<file path="config.mk">
export PLATFORM = sky130hd
export DESIGN_NAME = counting_semaphore_table
export DESIGN_NICKNAME = d
export VERILOG_FILES = /design/src/design/cst_pkg.sv /design/src/design/cst_ctrl.sv /design/src/design/cst_dpath.sv /design/src/design/counting_semaphore_table.sv
export SDC_FILE = /design/constraint.sdc
export NUM_CORES = 2
export LEC_CHECK = 0
export ABC_AREA = 1
export BUFFER_PORTS_ARGS = -buffer_cell sky130_fd_sc_hd__buf_2
export CAP_MARGIN = 20
export CORE_UTILIZATION = 41
export CTS_BUF_LIST = sky130_fd_sc_hd__clkbuf_4
export DETAILED_ROUTE_END_ITERATION = 7
export SYNTH_ARGS = -nofsm -noshare
export SYNTH_HDL_FRONTEND = slang
export SYNTH_SLANG_ARGS = --single-unit
</file>
<file path="constraint.sdc">
create_clock -name clk -period 5.7 [get_ports clk]
set_input_delay 0.285 -clock clk [delete_from_list [all_inputs] [get_ports clk]]
set_output_delay 0.285 -clock clk [all_outputs]
set_load 0.02 [all_outputs]
</file>
<file path="src/design/cst_pkg.sv">
// Shared types, codes and defaults for the counting semaphore table.
`timescale 1ns / 1ps

package cst_pkg;

  // Default sizes
  localparam int NUM_SEMAPHORES_DEF = 16;
  localparam int QUEUE_DEPTH_DEF    = 16;
  localparam int PID_BITS_DEF       = 8;
  localparam int COUNT_BITS_DEF     = 16;

  // Fixed field widths
  localparam int PID_FIELD_W   = 8;
  localparam int COUNT_FIELD_W = 16;
  localparam int OPENERS_W     = 8;
  localparam logic [OPENERS_W-1:0] OPENERS_MAX = 8'hFF;

  // Commands
  localparam logic [1:0] CMD_OPEN  = 2'd0;
  localparam logic [1:0] CMD_CLOSE = 2'd1;
  localparam logic [1:0] CMD_WAIT  = 2'd2;
  localparam logic [1:0] CMD_POST  = 2'd3;

  // Status codes
  localparam logic [2:0] ST_OK         = 3'd0;
  localparam logic [2:0] ST_BLOCKED    = 3'd1;
  localparam logic [2:0] ST_NO_SEM     = 3'd2;
  localparam logic [2:0] ST_TABLE_FULL = 3'd3;
  localparam logic [2:0] ST_QUEUE_FULL = 3'd4;

  typedef struct packed {
    logic [1:0]               command;
    logic [31:0]              sem_key;
    logic [COUNT_FIELD_W-1:0] initial_count;
    logic [PID_FIELD_W-1:0]   caller_pid;
  } req_t;

  typedef struct packed {
    logic [2:0]             status;
    logic                   wake_valid;
    logic [PID_FIELD_W-1:0] wake_pid;
  } rsp_t;

  // Controller to datapath
  typedef struct packed {
    logic load;
    logic scan;
    logic fetch;
    logic commit;
  } cst_cmd_t;

  // Datapath to controller
  typedef struct packed {
    logic hit;
    logic scan_end;
    logic out_free;
  } cst_stat_t;

endpackage

</file>
<file path="src/design/cst_ctrl.sv">
// Sequencing state machine for the counting semaphore table.
`timescale 1ns / 1ps

module cst_ctrl
  import cst_pkg::*;
(
  input  logic      clk,
  input  logic      rst,
  input  logic      req_valid,
  output logic      req_ready,
  input  cst_stat_t stat,
  output cst_cmd_t  cmd
);

  localparam logic [1:0] S_IDLE  = 2'd0;
  localparam logic [1:0] S_SCAN  = 2'd1;
  localparam logic [1:0] S_FETCH = 2'd2;
  localparam logic [1:0] S_EXEC  = 2'd3;

  logic [1:0] state;
  logic [1:0] state_next;

  always_ff @(posedge clk) begin
    if (rst) begin
      state <= S_IDLE;
    end else begin
      state <= state_next;
    end
  end

  always_comb begin
    state_next = state;
    cmd        = '0;
    req_ready  = 1'b0;
    unique case (state)
      S_IDLE: begin
        req_ready = 1'b1;
        if (req_valid) begin
          cmd.load   = 1'b1;
          state_next = S_SCAN;
        end
      end
      S_SCAN: begin
        cmd.scan = 1'b1;
        if (stat.hit || stat.scan_end) begin
          state_next = S_FETCH;
        end
      end
      S_FETCH: begin
        cmd.fetch  = 1'b1;
        state_next = S_EXEC;
      end
      S_EXEC: begin
        // hold until the result register can take the item
        if (stat.out_free) begin
          cmd.commit = 1'b1;
          state_next = S_IDLE;
        end
      end
      default: state_next = S_IDLE;
    endcase
  end

endmodule

</file>
<file path="src/design/cst_dpath.sv">
// Slot memories, wait queues, key scan and result register.
`timescale 1ns / 1ps

module cst_dpath
  import cst_pkg::*;
#(
  parameter int NUM_SEMAPHORES = NUM_SEMAPHORES_DEF,
  parameter int QUEUE_DEPTH    = QUEUE_DEPTH_DEF,
  parameter int PID_BITS       = PID_BITS_DEF,
  parameter int COUNT_BITS     = COUNT_BITS_DEF
) (
  input  logic      clk,
  input  logic      rst,
  input  cst_cmd_t  cmd,
  output cst_stat_t stat,
  input  req_t      req,
  output logic      rsp_valid,
  input  logic      rsp_ready,
  output rsp_t      rsp
);

  localparam int SLOT_W = (NUM_SEMAPHORES > 1) ? $clog2(NUM_SEMAPHORES) : 1;
  localparam int HEAD_W = (QUEUE_DEPTH > 1) ? $clog2(QUEUE_DEPTH) : 1;
  localparam int LEN_W  = $clog2(QUEUE_DEPTH + 1);
  localparam int SUM_W  = LEN_W + 1;
  localparam int PW     = (PID_BITS < PID_FIELD_W) ? PID_BITS : PID_FIELD_W;
  localparam int CXW    = (COUNT_BITS > COUNT_FIELD_W) ? COUNT_BITS : COUNT_FIELD_W;
  localparam logic [SLOT_W-1:0] LAST_SLOT = SLOT_W'(NUM_SEMAPHORES - 1);
  localparam logic [COUNT_BITS-1:0] COUNT_MAX = {COUNT_BITS{1'b1}};

  // Slot memories and wait queue store
  logic [31:0]           key_mem   [NUM_SEMAPHORES];
  logic [COUNT_BITS-1:0] count_mem [NUM_SEMAPHORES];
  logic [OPENERS_W-1:0]  open_mem  [NUM_SEMAPHORES];
  logic [HEAD_W-1:0]     head_mem  [NUM_SEMAPHORES];
  logic [LEN_W-1:0]      len_mem   [NUM_SEMAPHORES];
  logic [PW-1:0]         wq_mem    [NUM_SEMAPHORES][QUEUE_DEPTH];
  logic [NUM_SEMAPHORES-1:0] used;

  // Latched item
  logic [1:0]               cmd_r;
  logic [31:0]              key_r;
  logic [COUNT_FIELD_W-1:0] init_r;
  logic [PW-1:0]            pid_r;

  // Scan
  logic [SLOT_W-1:0] idx;
  logic              issued_all;
  logic              cmp_vld;
  logic [SLOT_W-1:0] cmp_idx;
  logic              issue;
  logic              hit_now;
  logic              found;
  logic [SLOT_W-1:0] sel;
  logic              free_found;
  logic [SLOT_W-1:0] free_idx;
  logic [SLOT_W-1:0] tgt;

  // Registered slot read
  logic [31:0]           rd_key;
  logic [COUNT_BITS-1:0] rd_count;
  logic [OPENERS_W-1:0]  rd_open;
  logic [HEAD_W-1:0]     rd_head;
  logic [LEN_W-1:0]      rd_len;
  logic [PW-1:0]         wp_q;

  // Update values
  logic [CXW-1:0]        init_x;
  logic [COUNT_BITS-1:0] init_clamp;
  logic [OPENERS_W-1:0]  open_dec;
  logic [SUM_W-1:0]      tail_sum;
  logic [SUM_W-1:0]      tail_full;
  logic [HEAD_W-1:0]     tail;
  logic [HEAD_W-1:0]     head_next;

  logic                  key_we, count_we, open_we, head_we, len_we, wq_we;
  logic                  used_set, used_clr;
  logic [COUNT_BITS-1:0] count_wd;
  logic [OPENERS_W-1:0]  open_wd;
  logic [HEAD_W-1:0]     head_wd;
  logic [LEN_W-1:0]      len_wd;
  logic [2:0]            st;
  logic                  wv;

  assign issue    = cmd.scan && !issued_all && !hit_now;
  assign hit_now  = cmp_vld && used[cmp_idx] && (rd_key == key_r);
  assign tgt      = found ? sel : free_idx;

  assign stat.hit      = hit_now;
  assign stat.scan_end = cmp_vld && (cmp_idx == LAST_SLOT);
  assign stat.out_free = !rsp_valid || rsp_ready;

  always_ff @(posedge clk) begin
    if (cmd.load) begin
      cmd_r  <= req.command;
      key_r  <= req.sem_key;
      init_r <= req.initial_count;
      pid_r  <= req.caller_pid[PW-1:0];
    end
    if (cmd.load) begin
      idx <= '0;
    end else if (issue) begin
      idx <= idx + SLOT_W'(1);
    end
    cmp_idx <= idx;
    if (hit_now) begin
      sel <= cmp_idx;
    end
    if (cmp_vld && !used[cmp_idx] && !free_found) begin
      free_idx <= cmp_idx;
    end
  end

  always_ff @(posedge clk) begin
    if (rst) begin
      issued_all <= 1'b0;
      cmp_vld    <= 1'b0;
      found      <= 1'b0;
      free_found <= 1'b0;
    end else begin
      cmp_vld <= issue;
      if (cmd.load) begin
        issued_all <= 1'b0;
        found      <= 1'b0;
        free_found <= 1'b0;
      end else begin
        if (issue && (idx == LAST_SLOT)) begin
          issued_all <= 1'b1;
        end
        if (hit_now) begin
          found <= 1'b1;
        end
        if (cmp_vld && !used[cmp_idx]) begin
          free_found <= 1'b1;
        end
      end
    end
  end

  // Slot memories: one registered read, one write per cycle
  always_ff @(posedge clk) begin
    if (issue) begin
      rd_key   <= key_mem[idx];
      rd_count <= count_mem[idx];
      rd_open  <= open_mem[idx];
      rd_head  <= head_mem[idx];
      rd_len   <= len_mem[idx];
    end
    if (cmd.commit && key_we) begin
      key_mem[tgt] <= key_r;
    end
    if (cmd.commit && count_we) begin
      count_mem[tgt] <= count_wd;
    end
    if (cmd.commit && open_we) begin
      open_mem[tgt] <= open_wd;
    end
    if (cmd.commit && head_we) begin
      head_mem[tgt] <= head_wd;
    end
    if (cmd.commit && len_we) begin
      len_mem[tgt] <= len_wd;
    end
  end

  // Wait queue store
  always_ff @(posedge clk) begin
    if (cmd.fetch) begin
      wp_q <= wq_mem[sel][rd_head];
    end
    if (cmd.commit && wq_we) begin
      wq_mem[sel][tail] <= pid_r;
    end
  end

  always_ff @(posedge clk) begin
    if (rst) begin
      used <= '0;
    end else if (cmd.commit) begin
      if (used_set) begin
        used[tgt] <= 1'b1;
      end
      if (used_clr) begin
        used[sel] <= 1'b0;
      end
    end
  end

  assign init_x     = CXW'(init_r);
  assign init_clamp = (init_x > CXW'(COUNT_MAX)) ? COUNT_MAX : init_x[COUNT_BITS-1:0];
  assign open_dec   = (rd_open != '0) ? rd_open - OPENERS_W'(1) : '0;
  assign tail_sum   = SUM_W'(rd_head) + SUM_W'(rd_len);
  assign tail_full  = (tail_sum >= SUM_W'(QUEUE_DEPTH)) ? tail_sum - SUM_W'(QUEUE_DEPTH)
                                                        : tail_sum;
  assign tail       = tail_full[HEAD_W-1:0];
  assign head_next  = (rd_head == HEAD_W'(QUEUE_DEPTH - 1)) ? '0 : rd_head + HEAD_W'(1);

  always_comb begin
    key_we   = 1'b0;
    count_we = 1'b0;
    open_we  = 1'b0;
    head_we  = 1'b0;
    len_we   = 1'b0;
    wq_we    = 1'b0;
    used_set = 1'b0;
    used_clr = 1'b0;
    count_wd = rd_count;
    open_wd  = rd_open;
    head_wd  = rd_head;
    len_wd   = rd_len;
    st       = ST_OK;
    wv       = 1'b0;
    unique case (cmd_r)
      CMD_OPEN: begin
        if (found) begin
          open_we = 1'b1;
          open_wd = (rd_open == OPENERS_MAX) ? rd_open : rd_open + OPENERS_W'(1);
        end else if (free_found) begin
          used_set = 1'b1;
          key_we   = 1'b1;
          count_we = 1'b1;
          count_wd = init_clamp;
          open_we  = 1'b1;
          open_wd  = OPENERS_W'(1);
          head_we  = 1'b1;
          head_wd  = '0;
          len_we   = 1'b1;
          len_wd   = '0;
        end else begin
          st = ST_TABLE_FULL;
        end
      end
      CMD_CLOSE: begin
        if (!found) begin
          st = ST_NO_SEM;
        end else begin
          open_we = 1'b1;
          open_wd = open_dec;
          if (open_dec == '0) begin
            used_clr = 1'b1;
          end
        end
      end
      CMD_WAIT: begin
        if (!found) begin
          st = ST_NO_SEM;
        end else if (rd_count != '0) begin
          count_we = 1'b1;
          count_wd = rd_count - COUNT_BITS'(1);
        end else if (rd_len < LEN_W'(QUEUE_DEPTH)) begin
          wq_we  = 1'b1;
          len_we = 1'b1;
          len_wd = rd_len + LEN_W'(1);
          st     = ST_BLOCKED;
        end else begin
          st = ST_QUEUE_FULL;
        end
      end
      CMD_POST: begin
        if (!found) begin
          st = ST_NO_SEM;
        end else begin
          count_we = 1'b1;
          count_wd = (rd_count == COUNT_MAX) ? rd_count : rd_count + COUNT_BITS'(1);
          if (rd_len != '0) begin
            wv      = 1'b1;
            head_we = 1'b1;
            head_wd = head_next;
            len_we  = 1'b1;
            len_wd  = rd_len - LEN_W'(1);
          end
        end
      end
    endcase
  end

  // Result register
  always_ff @(posedge clk) begin
    if (rst) begin
      rsp_valid <= 1'b0;
    end else if (cmd.commit) begin
      rsp_valid <= 1'b1;
    end else if (rsp_ready) begin
      rsp_valid <= 1'b0;
    end
  end

  always_ff @(posedge clk) begin
    if (cmd.commit) begin
      rsp.status     <= st;
      rsp.wake_valid <= wv;
      rsp.wake_pid   <= wv ? PID_FIELD_W'(wp_q) : '0;
    end
  end

endmodule

</file>
<file path="src/design/counting_semaphore_table.sv">
// Top level of the counting semaphore table: controller plus datapath.
// One item in flight; the next command is accepted in the cycle after the result is loaded.
// The key scan sets the time per item: one slot memory read and compare per cycle.
// Reset clears slot valid bits, the state machine and the result valid; no clearing pass.
`timescale 1ns / 1ps

module counting_semaphore_table
  import cst_pkg::*;
#(
  parameter int NUM_SEMAPHORES = NUM_SEMAPHORES_DEF,
  parameter int QUEUE_DEPTH    = QUEUE_DEPTH_DEF,
  parameter int PID_BITS       = PID_BITS_DEF,
  parameter int COUNT_BITS     = COUNT_BITS_DEF
) (
  input  logic clk,
  input  logic rst,
  // command items
  input  logic req_valid,
  output logic req_ready,
  input  req_t req,
  // result items
  output logic rsp_valid,
  input  logic rsp_ready,
  output rsp_t rsp
);

  // Flow per item:
  //   IDLE  - take the command item, latch its fields, reset the scan.
  //   SCAN  - walk the slot memories one entry per cycle; the first used slot
  //           whose key matches stops the walk, and the lowest free slot seen
  //           on the way is kept for a create.
  //   FETCH - read the oldest waiter of the matched slot (used by post).
  //   EXEC  - once the result register is free, write the slot update and
  //           load the result. The result register lets the next command be
  //           taken while this result still waits for rsp_ready.

  cst_cmd_t  cmd;
  cst_stat_t stat;

  cst_ctrl u_ctrl (
    .clk       (clk),
    .rst       (rst),
    .req_valid (req_valid),
    .req_ready (req_ready),
    .stat      (stat),
    .cmd       (cmd)
  );

  cst_dpath #(
    .NUM_SEMAPHORES (NUM_SEMAPHORES),
    .QUEUE_DEPTH    (QUEUE_DEPTH),
    .PID_BITS       (PID_BITS),
    .COUNT_BITS     (COUNT_BITS)
  ) u_dpath (
    .clk       (clk),
    .rst       (rst),
    .cmd       (cmd),
    .stat      (stat),
    .req       (req),
    .rsp_valid (rsp_valid),
    .rsp_ready (rsp_ready),
    .rsp       (rsp)
  );

endmodule

</file>
==> metrics.yaml <==
outcome:
  outcome: "finished, final reports clean"
die:
  die_h_um: 575
  die_area_mm2: 0.330
  fp.coreArea_mm2: 0.325
  die_w_um: 575
  row_count: 209
  ioPinCount: 76
  initial_core_util: 0.414
grt:
  use_met2: 0.355
  use_met3: 0.0406
  first_global_vias: 89500
  top_usage_layer: "met2"
  grt_overflow: 0
  grt_use_met1: 0.302
  grt_pass1_wl_um: 557000
  grt_max_degree: 189
  grt_util_all_layers: 0.222
  grt_antenna_before_repair: 19
yosys:
  ys_seq_area_frac: 0.728
  synth_edf_count: 3239
  ys_ff_latch: 3274
  syn-instance-count: 11400
  synth-async-reset-ratio: 0
  synthFlopType: "edfxtp_1"
  synth_fp_nets: 11400
  postSynthAreaPerCell_um2: 11.9
  ys_warn_count: 0
  netlist_area_mm2: 0.135
  synth_cell_types: 50
pwr:
  power_density_mw_per_mm2: 384
  power_leakage_nw: 53.0
  ir_worst_vdd_mv: 0.402
  power_w: 0.0579
setup_path:
  cp_max_fo: 16
  crit_slowest_cell: "edfxtp_1"
  critPathLaunch: "u_dpath.rd_head[2]"
  crit_top_cell: "nor2_1"
  required_ns: 6.65
  path_buf_inv: 2
  path_delay_family: "simple AND/OR/NAND/NOR gates"
  end_kind: "register"
  startpoint_type: "register"
  path_cells: "ha_1 > xnor2_1 > inv_1 > nor2_1 > nand4_1 > buf_4 > nor2_1"
  max_stage_delay_ns: 0.89
  criticalPathCategory: "register to register"
  cp.arrival_ns: 5.28
  worstReg2RegStart: "u_dpath.rd_head[2]"
finish:
  fillers: 29500
  fin_nets: 11900
  drive_above_1_share: 0.126
  syn2layout_area_growth_pct: 12.0
min_path:
  worstHoldStart: "req[25]"
  hold_path.class: "input port to register"
routing:
  drt_iter0_markers: 10200
  dr.pass1.iters: 6
  wl_per_cell_um: 22.4
  vias_per_cell: 5.45
  antenna_left: 0
  vias: 91300
  drc: 0
  wl_um: 376000
run:
  maxCapViolations: 0
clock_network:
  cts-root-buf: "clkbuf_4"
  h-tree-depth: 6
  numCtsBuffers: 799
  cts_tree: "yes"
  cts.sinks: 3274
  clk_latency_ns: 1.43
  clk_pin_slew_ns: 0.06
  cts.path.max_buffers: 4
  ctsResizeCount: 0
sta:
  setup_viol: 0
  fmax_mhz: 231
  worst_clock_skew_ns: 0.134
  hold_ws_ns: 0.147
  rsz0062_at_grt: "no"
  tightest_slew_ns: 1.15
  tns_ns: 0
  slew_viol_final: 0
  hold_viol_final: 0
  min_period_over_period: 0.758
  fin_crit_ns: 4.32
  maxSlewHeadroom: 0.231
placement:
  gp_congestion: 0.886
  place_hpwl_um: 212000
  io_buffers: 75
[per-layer routing]
metal | routed length, µm | vias to the layer above
met1 | 156000 | 44600
li1 | - | 41700
met4 | 12900 | 14
met2 | 175000 | 4296
met5 | 120 | -
met3 | 31100 | 681
[worst reg2reg max path, stage by stage, from the launching register on]
cell and delay, ns:
edfxtp_1 0.89, ha_1 0.42, xnor2_1 0.68, inv_1 0.14
nor2_1 0.77, nand4_1 0.20, buf_4 0.29, nor2_1 0.58
[logic make-up after synthesis]
logic type,after synthesis,share of synthesized area
AO/OA/AOI/OAI,1045,0.0487
XOR/XNOR,27,0.00176
adder cells (fa/ha/maj),22,0.00210
buffers and inverters,1082,0.0328
flip-flops,3274,0.728
multiplexers,106,0.00789
AND/OR/NAND/NOR,5794,0.179
[placed cells by master (no fill, tap or decap), drive strengths merged, types with 2 or more instances in the layout]
cell type / instances
edfxtp: 3239
nand4: 29
and2: 6
clkinv: 237
nor3: 22
diode: 9
xor2: 19
a221oi: 11
nand3: 1535
inv: 386
o21ai: 593
o22ai: 5
clkbuf: 1127
mux2i: 106
ha: 21
nand2: 2669
a31oi: 4
o211ai: 94
bufinv: 13
dfxtp: 35
o221ai: 110
nor2: 1525
dlygate4sd3: 137
o31ai: 2
or2: 2
a22oi: 2
buf: 236
clkinvlp: 7
a21oi: 62
xnor2: 8
o32ai: 155
nor4: 4
[final timing paths]
check / cells after the start / slack (ns) / endpoint
setup / recovery: 7 / 1.38 / u_dpath.wq_mem[9][43]
hold / removal: 3 / 0.15 / u_dpath.key_r[1]
setup reg to reg: 7 / 1.38 / u_dpath.wq_mem[9][43]
hold reg to reg: 2 / 0.47 / u_dpath.issued_all
[final cells by class]
class / instances / area [µm²] / area share
Clock buffer: 1126 / 8450 / 0.0561
Clock inverter: 267 / 1480 / 0.00982
Antenna cell: 9 / 22.5 / 0.000149
Tap cell: 4325 / 5410 / 0.0359
Multi-Input combinational cell: 6994 / 32400 / 0.215
Sequential cell: 3274 / 98000 / 0.650
Inverter: 376 / 1450 / 0.00961
Timing Repair Buffer: 374 / 3500 / 0.0232
[registers in the layout, summed over array words and instances (netlist names), 5 cells and up, named ones only]
| register | count |
|---|---|
| u_dpath.head_mem | 64 |
| u_dpath.rd_len | 5 |
| u_dpath.key_mem | 512 |
| u_dpath.init_r | 16 |
| u_dpath.len_mem | 80 |
| u_dpath.wq_mem | 2048 |
| u_dpath.pid_r | 8 |
| u_dpath.wp_q | 8 |
| u_dpath.rd_count | 16 |
| u_dpath.open_mem | 128 |
| u_dpath.key_r | 32 |
| u_dpath.rsp | 12 |
| u_dpath.rd_key | 32 |
| u_dpath.count_mem | 256 |
| u_dpath.rd_open | 8 |
| u_dpath.used | 16 |
[metrics by stage]
step	setup slack, ns	cells	util	cell area, µm²
4_1_cts	1.36	16700	0.463	151000
5_1_grt	1.22	16700	0.463	151000
6_report	1.38	16700	0.463	151000
3_3_place_gp	1.31	15200	0.428	139000
3_5_place_dp	1.33	15200	0.428	139000
2_1_floorplan	1.22	11400	-	135000
[timing repair]
item | CTS | global route
hold buffers | 137 | 0
buffers inserted | 0 | 0
endpoints found under the hold margin | 86 | 0
[report_power, final]
part | switching, W | leakage (nW) | total (W) | internal [W]
sequential | 0.000864 | 29.5 | 0.0294 | 0.0286
combinational | 0.00715 | 17.7 | 0.00944 | 0.00228
clock | 0.00933 | 5.91 | 0.0190 | 0.00969
total | 0.0173 | 53.0 | 0.0579 | 0.0405
[synth_stat cells, types with 2 or more instances]
cell / count / area (µm²)
o22ai_1: 5 / 31.3
a31oi_1: 4 / 25.0
nor2_8: 3 / 60.1
buf_6: 10 / 113
inv_1: 366 / 1370
mux2i_1: 106 / 1060
nor4_1: 3 / 18.8
edfxtp_1: 3239 / 97300
dfxtp_1: 35 / 701
nand2_2: 2 / 12.5
nand4_1: 29 / 181
nand3_1: 1535 / 7680
xnor2_1: 8 / 70.1
o31ai_1: 2 / 15.0
and2_1: 6 / 37.5
buf_2: 143 / 716
buf_4: 27 / 203
clkinv_1: 6 / 22.5
o21ai_0: 592 / 2960
nor3_1: 22 / 110
o32ai_1: 155 / 1360
nor2_4: 2 / 22.5
ha_1: 21 / 263
nor2_2: 21 / 131
or2_2: 2 / 12.5
a221oi_1: 11 / 96.3
clkbuf_1: 433 / 1630
inv_2: 4 / 15.0
a21oi_1: 62 / 310
a22oi_1: 2 / 15.0
xor2_1: 19 / 166
o221ai_1: 110 / 963
o211ai_1: 94 / 706
nand2_1: 2657 / 9970
nand2_4: 10 / 113
buf_1: 92 / 345
nor2_1: 1499 / 5630
No activity file was read; power rests on OpenSTA's default activity.
